`config.mk`:
```
export PLATFORM = sky130hd
export DESIGN_NAME = at_line_and_length_frame_receiver_flat
export DESIGN_NICKNAME = d
export VERILOG_FILES = /design/src/sv/alfr_pkg.sv /design/src/sv/alfr_in_if.sv /design/src/sv/alfr_out_if.sv /design/src/sv/at_line_and_length_frame_receiver.sv /design/src/sv/alfr_ram.sv /design/src/sv/alfr_queue.sv /design/src/sv/alfr_front.sv /design/src/sv/alfr_back.sv /design/src/flat_wrapper.sv
export SDC_FILE = /design/constraint.sdc
export NUM_CORES = 2
export LEC_CHECK = 0
export BUFFER_PORTS_ARGS = -buffer_cell sky130_fd_sc_hd__clkbuf_2
export CORE_ASPECT_RATIO = 0.5
export CORE_MARGIN = 5
export CORE_UTILIZATION = 55
export CTS_BUF_LIST = sky130_fd_sc_hd__clkbuf_16
export CTS_CLUSTER_DIAMETER = 120
export DETAILED_ROUTE_END_ITERATION = 16
export PLACE_DENSITY = 0.8
export SLEW_MARGIN = 20
export SYNTH_ARGS = -nofsm -noshare
export SYNTH_HDL_FRONTEND = slang
export SYNTH_SLANG_ARGS = --single-unit
```
`constraint.sdc`:
```
create_clock -name clk_i -period 12.25 [get_ports clk_i]
set_input_delay 1.225 -clock clk_i [delete_from_list [all_inputs] [get_ports clk_i]]
set_output_delay 1.225 -clock clk_i [all_outputs]
set_load 0.1 [all_outputs]
```
`src/sv/alfr_pkg.sv`:
```
package alfr_pkg;

  // fixed field widths
  localparam int unsigned BYTE_W = 8;
  localparam int unsigned TIME_W = 32;
  localparam int unsigned GAP_W  = 16;
  localparam int unsigned LEN_W  = 16;
  localparam int unsigned FILL_W = 7;
  localparam int unsigned SUM_W  = 20;

  // frame queue geometry
  localparam int unsigned QDEPTH = 2;
  localparam int unsigned QPTR_W = 1;
  localparam int unsigned QCNT_W = 2;

  localparam logic [GAP_W-1:0]  GAP_RESET = 16'd10;
  localparam logic [LEN_W-1:0]  LEN_MAX   = 16'hFFFF;
  localparam logic [BYTE_W-1:0] CH_LF     = 8'h0A;
  localparam logic [BYTE_W-1:0] CH_NUL    = 8'h00;
  localparam logic [BYTE_W-1:0] CH_0      = 8'h30;
  localparam logic [BYTE_W-1:0] CH_9      = 8'h39;
  localparam logic [FILL_W-1:0] TAG_LEN   = 7'd6;

  localparam logic KIND_LINE = 1'b0;
  localparam logic KIND_DATA = 1'b1;

  // one completed frame handed from front to back
  typedef struct packed {
    logic              bank;
    logic [FILL_W-1:0] len;
    logic              kind;
    logic              trunc;
  } alfr_frame_t;

  // characters of the "+recv=" header
  function automatic logic [BYTE_W-1:0] tag_char(input logic [2:0] idx);
    logic [BYTE_W-1:0] ch;
    case (idx)
      3'd0:    ch = 8'h2B;
      3'd1:    ch = 8'h72;
      3'd2:    ch = 8'h65;
      3'd3:    ch = 8'h63;
      3'd4:    ch = 8'h76;
      3'd5:    ch = 8'h3D;
      default: ch = CH_NUL;
    endcase
    return ch;
  endfunction

endpackage

```
`src/sv/alfr_in_if.sv`:
```
interface alfr_in_if;
  import alfr_pkg::*;

  logic              valid;
  logic              ready;
  logic [BYTE_W-1:0] rx_byte;
  logic [TIME_W-1:0] arrival_ms;

  modport source(output valid, output rx_byte, output arrival_ms, input ready);
  modport sink(input valid, input rx_byte, input arrival_ms, output ready);
endinterface

```
`src/sv/alfr_out_if.sv`:
```
interface alfr_out_if;
  import alfr_pkg::*;

  logic              valid;
  logic              ready;
  logic [BYTE_W-1:0] frame_byte;
  logic              is_last;
  logic              frame_kind;
  logic              truncated;

  modport source(output valid, output frame_byte, output is_last, output frame_kind,
                 output truncated, input ready);
  modport sink(input valid, input frame_byte, input is_last, input frame_kind,
               input truncated, output ready);
endinterface

```
`src/sv/at_line_and_length_frame_receiver.sv`:
```
// Line and length framer for the byte stream of an AT-command radio module. Each input
// item is one received byte with its millisecond timestamp; a silence longer than
// gap_timeout_ms before a byte drops any partial frame. Newline-terminated lines are
// sent out as command lines (kind 0); a line starting "+recv=N" is closed with a zero
// byte and followed by N counted payload bytes, the whole sent out as a data frame
// (kind 1). Frames leave one byte per item with a last mark and a truncated flag when
// the STORE_BYTES-byte store overflowed. An input byte is taken in the cycle it is
// offered while there is room. A finished frame drains at one byte per clock, while the
// output is ready, from a two-bank store through its registered read port. The input stalls
// only while two finished frames are still waiting (one draining, one queued), since
// both store banks are then held.
module at_line_and_length_frame_receiver #(
  parameter int unsigned STORE_BYTES = 64
) (
  input  logic                       clk_i,
  input  logic                       rst_ni,
  input  logic                       cfg_we_i,
  input  logic [alfr_pkg::GAP_W-1:0] cfg_wdata_i,
  alfr_in_if.sink                    rx_i,
  alfr_out_if.source                 frame_o
);
  import alfr_pkg::*;

  // per-bank address width; the store holds two banks
  localparam int unsigned AW    = $clog2(STORE_BYTES);
  localparam int unsigned DEPTH = 2 << AW;

  // gap timeout register
  logic [GAP_W-1:0] gap_q;

  // store ports
  logic              st_we;
  logic [AW:0]       st_waddr;
  logic [BYTE_W-1:0] st_wdata;
  logic              st_re;
  logic [AW:0]       st_raddr;
  logic [BYTE_W-1:0] st_rdata;

  // frame queue
  logic              q_push;
  alfr_frame_t       q_push_data;
  logic              q_pop;
  logic              q_valid;
  alfr_frame_t       q_pop_data;
  logic [QCNT_W-1:0] q_count;

  logic back_busy;
  logic room;

  always_ff @(posedge clk_i or negedge rst_ni) begin
    if (!rst_ni) begin
      gap_q <= GAP_RESET;
    end else if (cfg_we_i) begin
      gap_q <= cfg_wdata_i;
    end
  end

  // the bank the front writes is free unless two frames are held
  assign room = (q_count == '0) || ((q_count == QCNT_W'(1)) && !back_busy);

  // classify bytes, track framing state, fill the store
  alfr_front #(
    .STORE_BYTES (STORE_BYTES),
    .AW          (AW)
  ) u_front (
    .clk_i       (clk_i),
    .rst_ni      (rst_ni),
    .rx_i        (rx_i),
    .room_i      (room),
    .gap_i       (gap_q),
    .we_o        (st_we),
    .waddr_o     (st_waddr),
    .wdata_o     (st_wdata),
    .push_o      (q_push),
    .push_data_o (q_push_data)
  );

  // two-bank frame store
  alfr_ram #(
    .WIDTH (BYTE_W),
    .DEPTH (DEPTH)
  ) u_store (
    .clk_i   (clk_i),
    .we_i    (st_we),
    .waddr_i (st_waddr),
    .wdata_i (st_wdata),
    .re_i    (st_re),
    .raddr_i (st_raddr),
    .rdata_o (st_rdata)
  );

  // completed frame descriptors
  alfr_queue u_queue (
    .clk_i       (clk_i),
    .rst_ni      (rst_ni),
    .push_i      (q_push),
    .push_data_i (q_push_data),
    .pop_i       (q_pop),
    .valid_o     (q_valid),
    .pop_data_o  (q_pop_data),
    .count_o     (q_count)
  );

  // stream frames out of the store
  alfr_back #(
    .AW (AW)
  ) u_back (
    .clk_i     (clk_i),
    .rst_ni    (rst_ni),
    .q_valid_i (q_valid),
    .q_data_i  (q_pop_data),
    .q_pop_o   (q_pop),
    .busy_o    (back_busy),
    .re_o      (st_re),
    .raddr_o   (st_raddr),
    .rdata_i   (st_rdata),
    .frame_o   (frame_o)
  );

endmodule

```
`src/sv/alfr_ram.sv`:
```
module alfr_ram #(
  parameter int unsigned WIDTH = 8,
  parameter int unsigned DEPTH = 128
) (
  input  logic                     clk_i,
  input  logic                     we_i,
  input  logic [$clog2(DEPTH)-1:0] waddr_i,
  input  logic [WIDTH-1:0]         wdata_i,
  input  logic                     re_i,
  input  logic [$clog2(DEPTH)-1:0] raddr_i,
  output logic [WIDTH-1:0]         rdata_o
);

  logic [WIDTH-1:0] mem_q [DEPTH];
  logic [WIDTH-1:0] rdata_q;

  always_ff @(posedge clk_i) begin
    if (we_i) begin
      mem_q[waddr_i] <= wdata_i;
    end
    if (re_i) begin
      rdata_q <= mem_q[raddr_i];
    end
  end

  assign rdata_o = rdata_q;

endmodule

```
`src/sv/alfr_queue.sv`:
```
module alfr_queue (
  input  logic                      clk_i,
  input  logic                      rst_ni,
  input  logic                      push_i,
  input  alfr_pkg::alfr_frame_t     push_data_i,
  input  logic                      pop_i,
  output logic                      valid_o,
  output alfr_pkg::alfr_frame_t     pop_data_o,
  output logic [alfr_pkg::QCNT_W-1:0] count_o
);
  import alfr_pkg::*;

  alfr_frame_t        slot_q [QDEPTH];
  logic [QPTR_W-1:0]  wr_ptr_q, wr_ptr_d;
  logic [QPTR_W-1:0]  rd_ptr_q, rd_ptr_d;
  logic [QCNT_W-1:0]  cnt_q, cnt_d;
  logic               do_pop;

  assign do_pop = pop_i && (cnt_q != '0);

  always_comb begin
    wr_ptr_d = wr_ptr_q;
    rd_ptr_d = rd_ptr_q;
    cnt_d    = cnt_q;
    if (push_i) begin
      wr_ptr_d = wr_ptr_q + 1'b1;
    end
    if (do_pop) begin
      rd_ptr_d = rd_ptr_q + 1'b1;
    end
    if (push_i && !do_pop) begin
      cnt_d = cnt_q + 1'b1;
    end else if (!push_i && do_pop) begin
      cnt_d = cnt_q - 1'b1;
    end
  end

  always_ff @(posedge clk_i or negedge rst_ni) begin
    if (!rst_ni) begin
      wr_ptr_q <= '0;
      rd_ptr_q <= '0;
      cnt_q    <= '0;
    end else begin
      wr_ptr_q <= wr_ptr_d;
      rd_ptr_q <= rd_ptr_d;
      cnt_q    <= cnt_d;
    end
  end

  always_ff @(posedge clk_i) begin
    if (push_i) begin
      slot_q[wr_ptr_q] <= push_data_i;
    end
  end

  assign valid_o    = (cnt_q != '0);
  assign pop_data_o = slot_q[rd_ptr_q];
  assign count_o    = cnt_q;

endmodule

```
`src/sv/alfr_front.sv`:
```
module alfr_front #(
  parameter int unsigned STORE_BYTES = 64,
  parameter int unsigned AW          = 6
) (
  input  logic                       clk_i,
  input  logic                       rst_ni,
  alfr_in_if.sink                    rx_i,
  input  logic                       room_i,
  input  logic [alfr_pkg::GAP_W-1:0] gap_i,
  output logic                       we_o,
  output logic [AW:0]                waddr_o,
  output logic [alfr_pkg::BYTE_W-1:0] wdata_o,
  output logic                       push_o,
  output alfr_pkg::alfr_frame_t      push_data_o
);
  import alfr_pkg::*;

  localparam logic [FILL_W-1:0] BUF_LEN = FILL_W'(STORE_BYTES);

  logic [FILL_W-1:0] fill_q, fill_d;
  logic              ovf_q, ovf_d;
  logic [LEN_W-1:0]  rem_q, rem_d;
  logic [LEN_W-1:0]  acc_q, acc_d;
  logic              dend_q, dend_d;
  logic              tag_q, tag_d;
  logic [TIME_W-1:0] last_q, last_d;
  logic              bank_q, bank_d;

  logic              accept;
  logic [BYTE_W-1:0] ch;
  logic [TIME_W-1:0] gap_diff;
  logic              gap_hit;
  logic [FILL_W-1:0] fill_e;
  logic              ovf_e, dend_e, tag_e;
  logic [LEN_W-1:0]  rem_e, acc_e;
  logic              wr_room;
  logic              store_en;
  logic [BYTE_W-1:0] store_data;
  logic              emit;
  logic              emit_kind;
  logic [FILL_W-1:0] fill_s;
  logic              ovf_s;
  logic [SUM_W-1:0]  acc_sum;
  logic              is_digit;

  assign accept   = rx_i.valid && room_i;
  assign rx_i.ready = room_i;
  assign ch       = rx_i.rx_byte;
  assign gap_diff = rx_i.arrival_ms - last_q - {{(TIME_W-GAP_W){1'b0}}, gap_i};
  assign gap_hit  = (gap_diff != '0) && !gap_diff[TIME_W-1];

  // frame state as seen after a possible silence drop
  assign fill_e = gap_hit ? '0   : fill_q;
  assign ovf_e  = gap_hit ? 1'b0 : ovf_q;
  assign rem_e  = gap_hit ? '0   : rem_q;
  assign acc_e  = gap_hit ? '0   : acc_q;
  assign dend_e = gap_hit ? 1'b0 : dend_q;
  assign tag_e  = gap_hit ? 1'b1 : tag_q;

  assign wr_room  = !ovf_e && (fill_e < BUF_LEN);
  assign is_digit = (ch >= CH_0) && (ch <= CH_9);
  assign acc_sum  = {1'b0, acc_e, 3'b000} + {3'b000, acc_e, 1'b0}
                  + {{(SUM_W-4){1'b0}}, ch[3:0]};

  always_comb begin
    store_en   = 1'b0;
    store_data = ch;
    emit       = 1'b0;
    emit_kind  = KIND_LINE;
    rem_d      = rem_e;
    acc_d      = acc_e;
    dend_d     = dend_e;
    if (rem_e != '0) begin
      store_en = 1'b1;
      rem_d    = rem_e - 1'b1;
      if (rem_d == '0) begin
        emit      = 1'b1;
        emit_kind = KIND_DATA;
      end
    end else if (ovf_e) begin
      store_en = 1'b0;
    end else if (ch == CH_LF) begin
      if (fill_e != '0) begin
        if ((fill_e > TAG_LEN) && tag_e) begin
          store_en   = 1'b1;
          store_data = CH_NUL;
          dend_d     = 1'b1;
          rem_d      = acc_e;
        end else begin
          emit = 1'b1;
        end
      end
    end else begin
      store_en = 1'b1;
      if (wr_room && (fill_e >= TAG_LEN) && !dend_e) begin
        if (is_digit) begin
          acc_d = (acc_sum > {{(SUM_W-LEN_W){1'b0}}, LEN_MAX}) ? LEN_MAX
                                                                : acc_sum[LEN_W-1:0];
        end else begin
          dend_d = 1'b1;
        end
      end
    end

    fill_s = (store_en && wr_room) ? fill_e + 1'b1 : fill_e;
    ovf_s  = ovf_e || (store_en && !wr_room);
    tag_d  = tag_e;
    if (store_en && wr_room && (fill_e < TAG_LEN)) begin
      tag_d = tag_e && (store_data == tag_char(fill_e[2:0]));
    end

    fill_d = fill_s;
    ovf_d  = ovf_s;
    bank_d = bank_q;
    last_d = rx_i.arrival_ms;
    if (emit) begin
      fill_d = '0;
      ovf_d  = 1'b0;
      rem_d  = '0;
      acc_d  = '0;
      dend_d = 1'b0;
      tag_d  = 1'b1;
      bank_d = !bank_q;
    end
  end

  always_ff @(posedge clk_i or negedge rst_ni) begin
    if (!rst_ni) begin
      fill_q <= '0;
      ovf_q  <= 1'b0;
      rem_q  <= '0;
      acc_q  <= '0;
      dend_q <= 1'b0;
      tag_q  <= 1'b1;
      last_q <= '0;
      bank_q <= 1'b0;
    end else if (accept) begin
      fill_q <= fill_d;
      ovf_q  <= ovf_d;
      rem_q  <= rem_d;
      acc_q  <= acc_d;
      dend_q <= dend_d;
      tag_q  <= tag_d;
      last_q <= last_d;
      bank_q <= bank_d;
    end
  end

  assign we_o    = accept && store_en && wr_room;
  assign waddr_o = {bank_q, fill_e[AW-1:0]};
  assign wdata_o = store_data;

  assign push_o            = accept && emit;
  assign push_data_o.bank  = bank_q;
  assign push_data_o.len   = fill_s;
  assign push_data_o.kind  = emit_kind;
  assign push_data_o.trunc = ovf_s;

endmodule

```
`src/sv/alfr_back.sv`:
```
module alfr_back #(
  parameter int unsigned AW = 6
) (
  input  logic                        clk_i,
  input  logic                        rst_ni,
  input  logic                        q_valid_i,
  input  alfr_pkg::alfr_frame_t       q_data_i,
  output logic                        q_pop_o,
  output logic                        busy_o,
  output logic                        re_o,
  output logic [AW:0]                 raddr_o,
  input  logic [alfr_pkg::BYTE_W-1:0] rdata_i,
  alfr_out_if.source                  frame_o
);
  import alfr_pkg::*;

  logic              act_q;
  logic              bank_q;
  logic [FILL_W-1:0] len_q;
  logic [FILL_W-1:0] idx_q;
  logic              kind_q, trunc_q;
  logic              rd_vld_q, rd_last_q, rd_kind_q, rd_trunc_q;
  logic              out_vld_q;
  logic [BYTE_W-1:0] out_byte_q;
  logic              out_last_q, out_kind_q, out_trunc_q;

  logic              load_out;
  logic              issue;
  logic              issue_last;
  logic              pop;

  assign load_out   = rd_vld_q && (!out_vld_q || frame_o.ready);
  assign issue      = act_q && (!rd_vld_q || load_out);
  assign issue_last = ((idx_q + 1'b1) == len_q);
  assign pop        = !act_q && q_valid_i;

  always_ff @(posedge clk_i or negedge rst_ni) begin
    if (!rst_ni) begin
      act_q     <= 1'b0;
      rd_vld_q  <= 1'b0;
      out_vld_q <= 1'b0;
    end else begin
      if (pop) begin
        act_q <= 1'b1;
      end else if (issue && issue_last) begin
        act_q <= 1'b0;
      end
      if (issue) begin
        rd_vld_q <= 1'b1;
      end else if (load_out) begin
        rd_vld_q <= 1'b0;
      end
      if (load_out) begin
        out_vld_q <= 1'b1;
      end else if (frame_o.ready) begin
        out_vld_q <= 1'b0;
      end
    end
  end

  always_ff @(posedge clk_i) begin
    if (pop) begin
      bank_q  <= q_data_i.bank;
      len_q   <= q_data_i.len;
      kind_q  <= q_data_i.kind;
      trunc_q <= q_data_i.trunc;
      idx_q   <= '0;
    end else if (issue) begin
      idx_q <= idx_q + 1'b1;
    end
    if (issue) begin
      rd_last_q  <= issue_last;
      rd_kind_q  <= kind_q;
      rd_trunc_q <= trunc_q;
    end
    if (load_out) begin
      out_byte_q  <= rdata_i;
      out_last_q  <= rd_last_q;
      out_kind_q  <= rd_kind_q;
      out_trunc_q <= rd_trunc_q;
    end
  end

  assign q_pop_o = pop;
  assign busy_o  = act_q;
  assign re_o    = issue;
  assign raddr_o = {bank_q, idx_q[AW-1:0]};

  assign frame_o.valid      = out_vld_q;
  assign frame_o.frame_byte = out_byte_q;
  assign frame_o.is_last    = out_last_q;
  assign frame_o.frame_kind = out_kind_q;
  assign frame_o.truncated  = out_trunc_q;

endmodule

```
`src/flat_wrapper.sv`:
```
// flat-port wrapper written by rule: the top's interface ports become plain ports
module at_line_and_length_frame_receiver_flat import alfr_pkg::*;
#(
  parameter int unsigned STORE_BYTES = 64
)
  (clk_i, rst_ni, cfg_we_i, cfg_wdata_i, rx_i_valid, rx_i_rx_byte, rx_i_arrival_ms, rx_i_ready, frame_o_valid, frame_o_frame_byte, frame_o_is_last, frame_o_frame_kind, frame_o_truncated, frame_o_ready);
  alfr_in_if rx_i_i ();
  alfr_out_if frame_o_i ();
  input  logic clk_i;
  input  logic rst_ni;
  input  logic cfg_we_i;
  input  logic [alfr_pkg::GAP_W-1:0] cfg_wdata_i;
  input wire logic [$bits(rx_i_i.valid)-1:0] rx_i_valid;
  input wire logic [$bits(rx_i_i.rx_byte)-1:0] rx_i_rx_byte;
  input wire logic [$bits(rx_i_i.arrival_ms)-1:0] rx_i_arrival_ms;
  output wire logic [$bits(rx_i_i.ready)-1:0] rx_i_ready;
  output wire logic [$bits(frame_o_i.valid)-1:0] frame_o_valid;
  output wire logic [$bits(frame_o_i.frame_byte)-1:0] frame_o_frame_byte;
  output wire logic [$bits(frame_o_i.is_last)-1:0] frame_o_is_last;
  output wire logic [$bits(frame_o_i.frame_kind)-1:0] frame_o_frame_kind;
  output wire logic [$bits(frame_o_i.truncated)-1:0] frame_o_truncated;
  input wire logic [$bits(frame_o_i.ready)-1:0] frame_o_ready;
  assign rx_i_i.valid = rx_i_valid;
  assign rx_i_i.rx_byte = rx_i_rx_byte;
  assign rx_i_i.arrival_ms = rx_i_arrival_ms;
  assign rx_i_ready = rx_i_i.ready;
  assign frame_o_valid = frame_o_i.valid;
  assign frame_o_frame_byte = frame_o_i.frame_byte;
  assign frame_o_is_last = frame_o_i.is_last;
  assign frame_o_frame_kind = frame_o_i.frame_kind;
  assign frame_o_truncated = frame_o_i.truncated;
  assign frame_o_i.ready = frame_o_ready;
  at_line_and_length_frame_receiver #(.STORE_BYTES(STORE_BYTES)) u_core (.clk_i(clk_i), .rst_ni(rst_ni), .cfg_we_i(cfg_we_i), .cfg_wdata_i(cfg_wdata_i), .rx_i(rx_i_i), .frame_o(frame_o_i));
endmodule
```
After elaboration in Yosys (flattened, before gate mapping)
Memories as Yosys holds them, arrays and structs flattened. A register that Yosys moved wholly into a read port is not among the register bits.
Index checks and enable logic that the tools add are counted.
{ "word_totals": {"in_bits": 61, "n_memories": 2, "reg_bits": 119, "mem_bits_rw": 1044} }
{ "memory_table": {"columns": ["memory", "words", "word_bits", "read_ports", "rd_ports_with_merged_regs", "wr", "line_no", "source"], "rows": [
  ["u_core.u_store.mem_q", 128, 8, 1, 1, 1, "alfr_ram.sv:14", "logic [WIDTH-1:0] mem_q [DEPTH];"],
  ["u_core.u_queue.slot_q", 2, 10, 1, 1, 1, "alfr_queue.sv:13", "alfr_frame_t slot_q [QDEPTH];"]
]} }
{ "classes": {"eq_ne": 9, "magnitude_cmp": 7, "n_mux": 63, "n_reduce_logical": 48, "add_sub_neg": 11} }
{ "op_table": {"columns": ["cell", "count"], "rows": [
  ["$mux 16", 15],
  ["$mux 8", 6],
  ["$pmux 7 s6", 1],
  ["$mux 1", 36],
  ["$reduce_bool 32->1", 1],
  ["$sub 32x16->32", 1],
  ["$sub 32x32->32", 1],
  ["$logic_and 1x1->1", 22],
  ["$mux 7", 3],
  ["$add 19x17->20", 1],
  ["$add 20x4->20", 1],
  ["$gt 20x16->1 const B", 1],
  ["$logic_not 16->1", 1],
  ["$reduce_bool 16->1", 1],
  ["$sub 16x1->16 const B", 1],
  ["$add 7x1->7 const B", 2],
  ["$logic_not 1->1", 10],
  ["$reduce_bool 2->1", 5],
  ["$eq 8x4->1 const B", 1],
  ["$eq 8x8->1", 1],
  ["$ge 8x6->1 const B", 1],
  ["$le 8x6->1 const B", 1],
  ["$eq 7x7->1", 1],
  ["$ge 7x3->1 const B", 1],
  ["16 further kinds", 23]
]} }

Logic depth before layout (Yosys ltp)
{ "depth": {"word_depth": 19, "ltp_mapped": 36} }

Modules after synthesis
A second synthesis with hierarchy kept.
{ "unflattened": {"hier_cells": 2934, "area_unflattened_um2": 51314.2} }
{ "by_module_without_submodules": {"columns": ["module", "cells_each", "area_each_um2", "instances"], "rows": [
  ["alfr_ram", 1635, 39745.6, 1],
  ["alfr_front", 1120, 8612.0, 1],
  ["alfr_back", 98, 1382.6, 1],
  ["alfr_queue", 46, 917.1, 1],
  ["at_line_and_length_frame_receiver", 35, 656.9, 1]
]} }

Worst setup path after synthesis
No wires, ideal clock.
{ "synth_path": {"kind": "input -> register", "from": "in rx_i_arrival_ms[0]", "to": "mem u_core.u_store.mem_q[0][1] (data pin)", "path_slack_ps": 2805, "t_required_ps": 11419, "setup_ps": 831, "t_arrival_ps": 8614, "path_stages": 21, "path_buffers": 2, "path_cell_list": "fa_1 > ha_1 > nor2_1 > fa_1 > nand2b_1 > a211oi_2 > nor3_1 > a2111oi_0 > nand4_1 > nor4_2 > and4_1 > nand4_1 > nand2_1 > buf_2 > buf_2 > nand2_1 > ha_1 > nand2_1 > nor3_1 > and3_1 > nor2b_1"} }
{ "synth_via": {"elab_chain_len": 12, "word_cells_on_any_way": 18} }
{ "synth_lines": {"columns": ["element", "line_no", "source"], "rows": [
  ["start, declared", "flat_wrapper.sv:15", "input wire logic [$bits(rx_i_i.arrival_ms)-1:0] rx_i_arrival_ms;"],
  ["$sub 32x32->32 *", "alfr_front.sv:49", "assign gap_diff = rx_i.arrival_ms - last_q - {{(TIME_W-GAP_W){1'b0}}, gap_i};"],
  ["$sub 32x16->32 *", "alfr_front.sv:49", null],
  ["$reduce_bool 32->1 / $logic_not 1->1 (equally long branches)", "alfr_front.sv:50", "assign gap_hit = (gap_diff != '0) && !gap_diff[TIME_W-1];"],
  ["$logic_and 1x1->1 *", "alfr_front.sv:50", null],
  ["$mux 7", "alfr_front.sv:53", "assign fill_e = gap_hit ? '0 : fill_q;"],
  ["$gt 7x3->1", "alfr_front.sv:84", "if ((fill_e > TAG_LEN) && tag_e) begin"],
  ["$logic_and 1x1->1", "alfr_front.sv:84", null],
  ["$mux 8", "alfr_front.sv:84", null],
  ["$mux 8", "alfr_front.sv:83", "if (fill_e != '0) begin"],
  ["$mux 8", "alfr_front.sv:82", "end else if (ch == CH_LF) begin"],
  ["$mux 8", "alfr_front.sv:80", "end else if (ovf_e) begin"],
  ["$mux 8 *", "alfr_front.sv:73", "if (rem_e != '0) begin"],
  ["via u_core.st_wdata[1]", "at_line_and_length_frame_receiver.sv:34", "logic [BYTE_W-1:0] st_wdata;"],
  ["end, declared", "alfr_ram.sv:14", null]
]} }
The timed path passes the listed nets; every way through them passes the cells marked *.

Worst setup path after layout
{ "layout_path": {"from": "in rx_i_arrival_ms[0]", "to": "reg u_core.u_front.acc_q[14]"} }
{ "layout_via": {"elab_chain_len": 15, "word_cells_on_any_way": 40} }
{ "layout_lines": {"columns": ["element", "line_no", "source"], "rows": [
  ["$sub 32x32->32 *", "alfr_front.sv:49", null],
  ["$sub 32x16->32 *", "alfr_front.sv:49", null],
  ["$reduce_bool 32->1 / $logic_not 1->1 (equally long branches)", "alfr_front.sv:50", null],
  ["$logic_and 1x1->1 *", "alfr_front.sv:50", null],
  ["$mux 16", "alfr_front.sv:56", "assign acc_e = gap_hit ? '0 : acc_q;"],
  ["$add 19x17->20", "alfr_front.sv:62", "assign acc_sum = {1'b0, acc_e, 3'b000} + {3'b000, acc_e, 1'b0}"],
  ["$add 20x4->20", "alfr_front.sv:63", "+ {{(SUM_W-4){1'b0}}, ch[3:0]};"],
  ["$gt 20x16->1", "alfr_front.sv:97", "acc_d = (acc_sum > {{(SUM_W-LEN_W){1'b0}}, LEN_MAX}) ? LEN_MAX"],
  ["$mux 16", "alfr_front.sv:97", null],
  ["$mux 16", "alfr_front.sv:96", "if (is_digit) begin"],
  ["$mux 16", "alfr_front.sv:95", "if (wr_room && (fill_e >= TAG_LEN) && !dend_e) begin"],
  ["$mux 16", "alfr_front.sv:82", null],
  ["$mux 16", "alfr_front.sv:80", null],
  ["$mux 16", "alfr_front.sv:73", null],
  ["$mux 16 *", "alfr_front.sv:116", "if (emit) begin"],
  ["end signal, assigned", "alfr_front.sv:132", "acc_q <= '0;"],
  ["end signal, assigned", "alfr_front.sv:141", "acc_q <= acc_d;"],
  ["end, declared", "alfr_front.sv:23", "logic [LEN_W-1:0] acc_q, acc_d;"]
]} }
Mark *: on every way between the ends. The rest lies on a longest branch, timed or not.
A chain may end at the register's enable or synchronous reset.

==> metrics.md <==
| Metric | Value |
|---|---|
| Post-synth EDFFs | approximately 1,100 |
| HP Start | u_core.u_back.trunc_q |
| Boundary pin count | 74 |
| Synth cell count leaders | edfxtp_1, mux4_2, nor2_1 |
| Clock skew | approximately 64 ps |
| CP max FO | 57 |
| Outcome | finished, final reports clean |
| DR DRC count | 0 |
| Synth top area share | 0.630 |
| Setup violations, final | 0 |
| Post-CTS setup buffers | 0 |
| Final ANT Viol Nets | 0 |
| R2R Setup Slk | 3120 ps |
| Hold WC Path Type | reg2reg |
| Worst skew pair latency | about 730 ps |
| Relative max-transition margin | 0.239 |
| Area growth syn-to-layout | 9.66% |
| Fin nets | 3,160 |
| Netlist cell types | 90 |
| DIE AREA | 99,800 sq um |
| Critical path data arrival time | 9960 ps |
| Worst Path Class, Setup | in2reg |
| Synth Area in Adders | 0.0292 |
| Vias post-DR | 29,200 |
| TritonCTS clock tree | done |
| CTS sink cnt | 1,181 |
| Final worst-path setup slack | 2860 ps |
| H-tree level count | 3 |
| Final period util | 0.767 |
| Core area | 92,700 sq um |
| Vias in the first global route | 29,200 |
| Hold slack final | 412 ps |
| Hold Crit Depth | 0 |
| Root Buffer | clkbuf_16 |
| # resized after CTS | 0 |
| Slowest cell on the critical path | nand2_2 |
| R2r worst-path depth | 32 |
| CP max stage delay | a little under 900 ps |
| All-layer global routing usage | 0.268 |
| Layout cell share with drive strength beyond 1 | 0.216 |
| Clk slew on worst S/H paths | 70 ps |
| Pwr/cell area | 215 nW/um^2 |
| Critical Path Start Type | input pin |
| Pre-CTS setup slack | 2410 ps |
| Final TNS setup | 0 ps |
| Synth Area in Simple Gates | 0.0543 |
| Gpl congestion | ~0.91 |
| PortBufs | 73 |
| TritonCTS Buffers | 99 |
| Leakage power | 18.6 nW |
| Initial antenna violation count | 4 |
| Post-Syn Nets | 3,116 |
| Hold Path End | u_core.u_back.rd_trunc_q |
| Fmax | about 110 MHz |
| Die Ht | 226 um |
| Avg Cell Area, Syn | 17.4 sq um |
| Number of instances in the placed design | roughly 4,100 |
| Post-synth top area cell | edfxtp_1 |
| TritonRoute pass-1 iters | 6 |
| Clock buffer depth | 3 |
| First-pass GRT wire length | 198,000 um |
| XOR/XNOR Fraction of Synth Area | 0.00854 |
| Starting density of the core | 0.553 |
| Crit. End Element | flop |
| Worst-margin pin slew | around 1100 ps |
| Fin. max-slew vios | 0 |
| Post-CTS Hold Buffers | 0 |
| Async S/R FF share, synth | 0.0830 |
| Total grt overflow | 0 |
| Power Total | 12.1 mW |
| RSZ-0062 raised after global routing | false |
| Largest net degree at the start of global routing | 173 |
| Seq cells post-synth | 1,181 |
| Min cycle time layout | ~9400 ps |
| Average wire per standard cell | 30.7 um |
| Synth warn | 0 |
| Final wirelength | roughly 130,000 um |
| Sequential fraction of the synthesis area | 0.681 |
| Max IR drop VDD | 0.195 mV |
| Die width | 442 um |
| Max Cap Viol | 0 |
| Final core occ | 0.606 |
| R2R Path Start | u_core.u_front.last_q[0] |
| Fin. Hold Viols | 0 |
| Mux contribution to synthesized area | 0.159 |
| DR vias/cell | slightly below 7 |
| Compound-gate portion of the synthesized area | 0.0454 |
| Most common cell in the netlist | edfxtp_1 |
| Row count | 79 |
| DRT iter0 DRCs | about 4,300 |
| HPWL after DPL | 74,600 um |
| Cell Area, Placed | 52,800 sq um |
| Post-Syn Instances | 2,946 |
| Synth area leaders | edfxtp_1, mux4_2, dfrtp_1 |
| Worst Path Required | 12,820 ps |
| Synth Flop Type | edfxtp_1 |
| Combinational family with the most area after synthesis | multiplexers |
| Mapped cell area | 51,300 sq um |
| Cell area after layout | 56,200 sq um |
| Reg2Reg Capture Point | u_core.u_front.acc_q[14] |
| Final cell count without fillers | 4,327 |
## layer usage
metal	up-vias	routed length, um	GRT usage
met5	-	30	0
met4	4	4260	0.0777
met3	283	16000	0.0658
met2	2170	63700	0.431
met1	14900	49000	0.372
li1	11800	-	-
## layout make-up
class	instances	area, sq um
fill	6202	36500
clock buffer	100	2500
antenna	1	2.50
clock inverter	82	841
inverter	126	473
timing repair buffer	105	679
multi-input combinational	1477	15200
tap	1255	1570
sequential	1181	34900
## where the power goes
group | total, mW | leakage, nW | internal, mW | switching (mW)
Sequential | 4.77 | 11.0 | 4.55 | 0.220
Clock | 3.36 | 1.69 | 1.80 | 1.56
Combinational | 3.95 | 6.00 | 1.57 | 2.38
Total | 12.1 | 18.6 | 7.92 | 4.16
## placed cells by master (no fill, tap or decap), types with 16 or more instances in the layout
cell type  netlist  routed
clkbuf_16        0     100
nand4_1         25      25
xor2_1          22      22
nand2_1        134     132
nor2_1         212     210
ha_1            91      91
clkinv_1         0      23
clkbuf_2         1      66
buf_4            2      33
mux2i_1         16      16
mux2_2          35      35
o211ai_1        23      23
and2_1          22      22
edfxtp_1      1076    1076
nand3_1         31      30
nor3_1          41      41
mux4_2         336     336
o21ai_0         99      99
xnor2_1         28      28
fa_1            18      18
inv_1          125     144
a21oi_1         73      73
dfrtp_1         95      95
## sequential cells by signal, summed over array words and instances (netlist names), 2 cells and up
register,cells
u_core.u_queue.count_o,2
u_core.u_store.rdata_o,8
u_core.u_back.idx_q,7
u_core.u_store.mem_q,1024
u_core.u_front.rem_q,16
u_core.u_front.acc_q,16
u_core.gap_q,16
u_core.u_queue.slot_q,20
u_core.u_front.last_q,32
u_core.u_front.fill_q,7
u_core.u_back.frame_o.frame_byte,8
u_core.u_back.len_q,7
## worst max-delay path by stage
stage                       start                         end  slack (ps)  depth (start not counted)
2_1_floorplan  rx_i_arrival_ms[0]  u_core.u_store.mem_q[0][1]        2810                         21
5_1_grt        rx_i_arrival_ms[0]    u_core.u_front.acc_q[14]        2240                         32
3_3_place_gp   rx_i_arrival_ms[0]    u_core.u_front.acc_q[14]        2610                         32
6_report       rx_i_arrival_ms[0]    u_core.u_front.acc_q[14]        2860                         32
3_5_place_dp   rx_i_arrival_ms[0]    u_core.u_front.acc_q[14]        2410                         32
4_1_cts        rx_i_arrival_ms[0]    u_core.u_front.acc_q[14]        3110                         32
## cell families after synthesis
group                    after synthesis
AND/OR/NAND/NOR                      579
adder cells (fa/ha/maj)              109
flip-flops                          1181
multiplexers                         388
XOR/XNOR                              50
AO/OA/AOI/OAI                        351
buffers and inverters                288
## critical path: cells and delay by family
family                     cells  cell delay [ps]
AOI/OAI and AO/OA             11             3180
adders and majority gates      5             1860
buffers and inverters          3              330
and+or+nand+nor               13             3330
(Power assumes the default switching activity.)
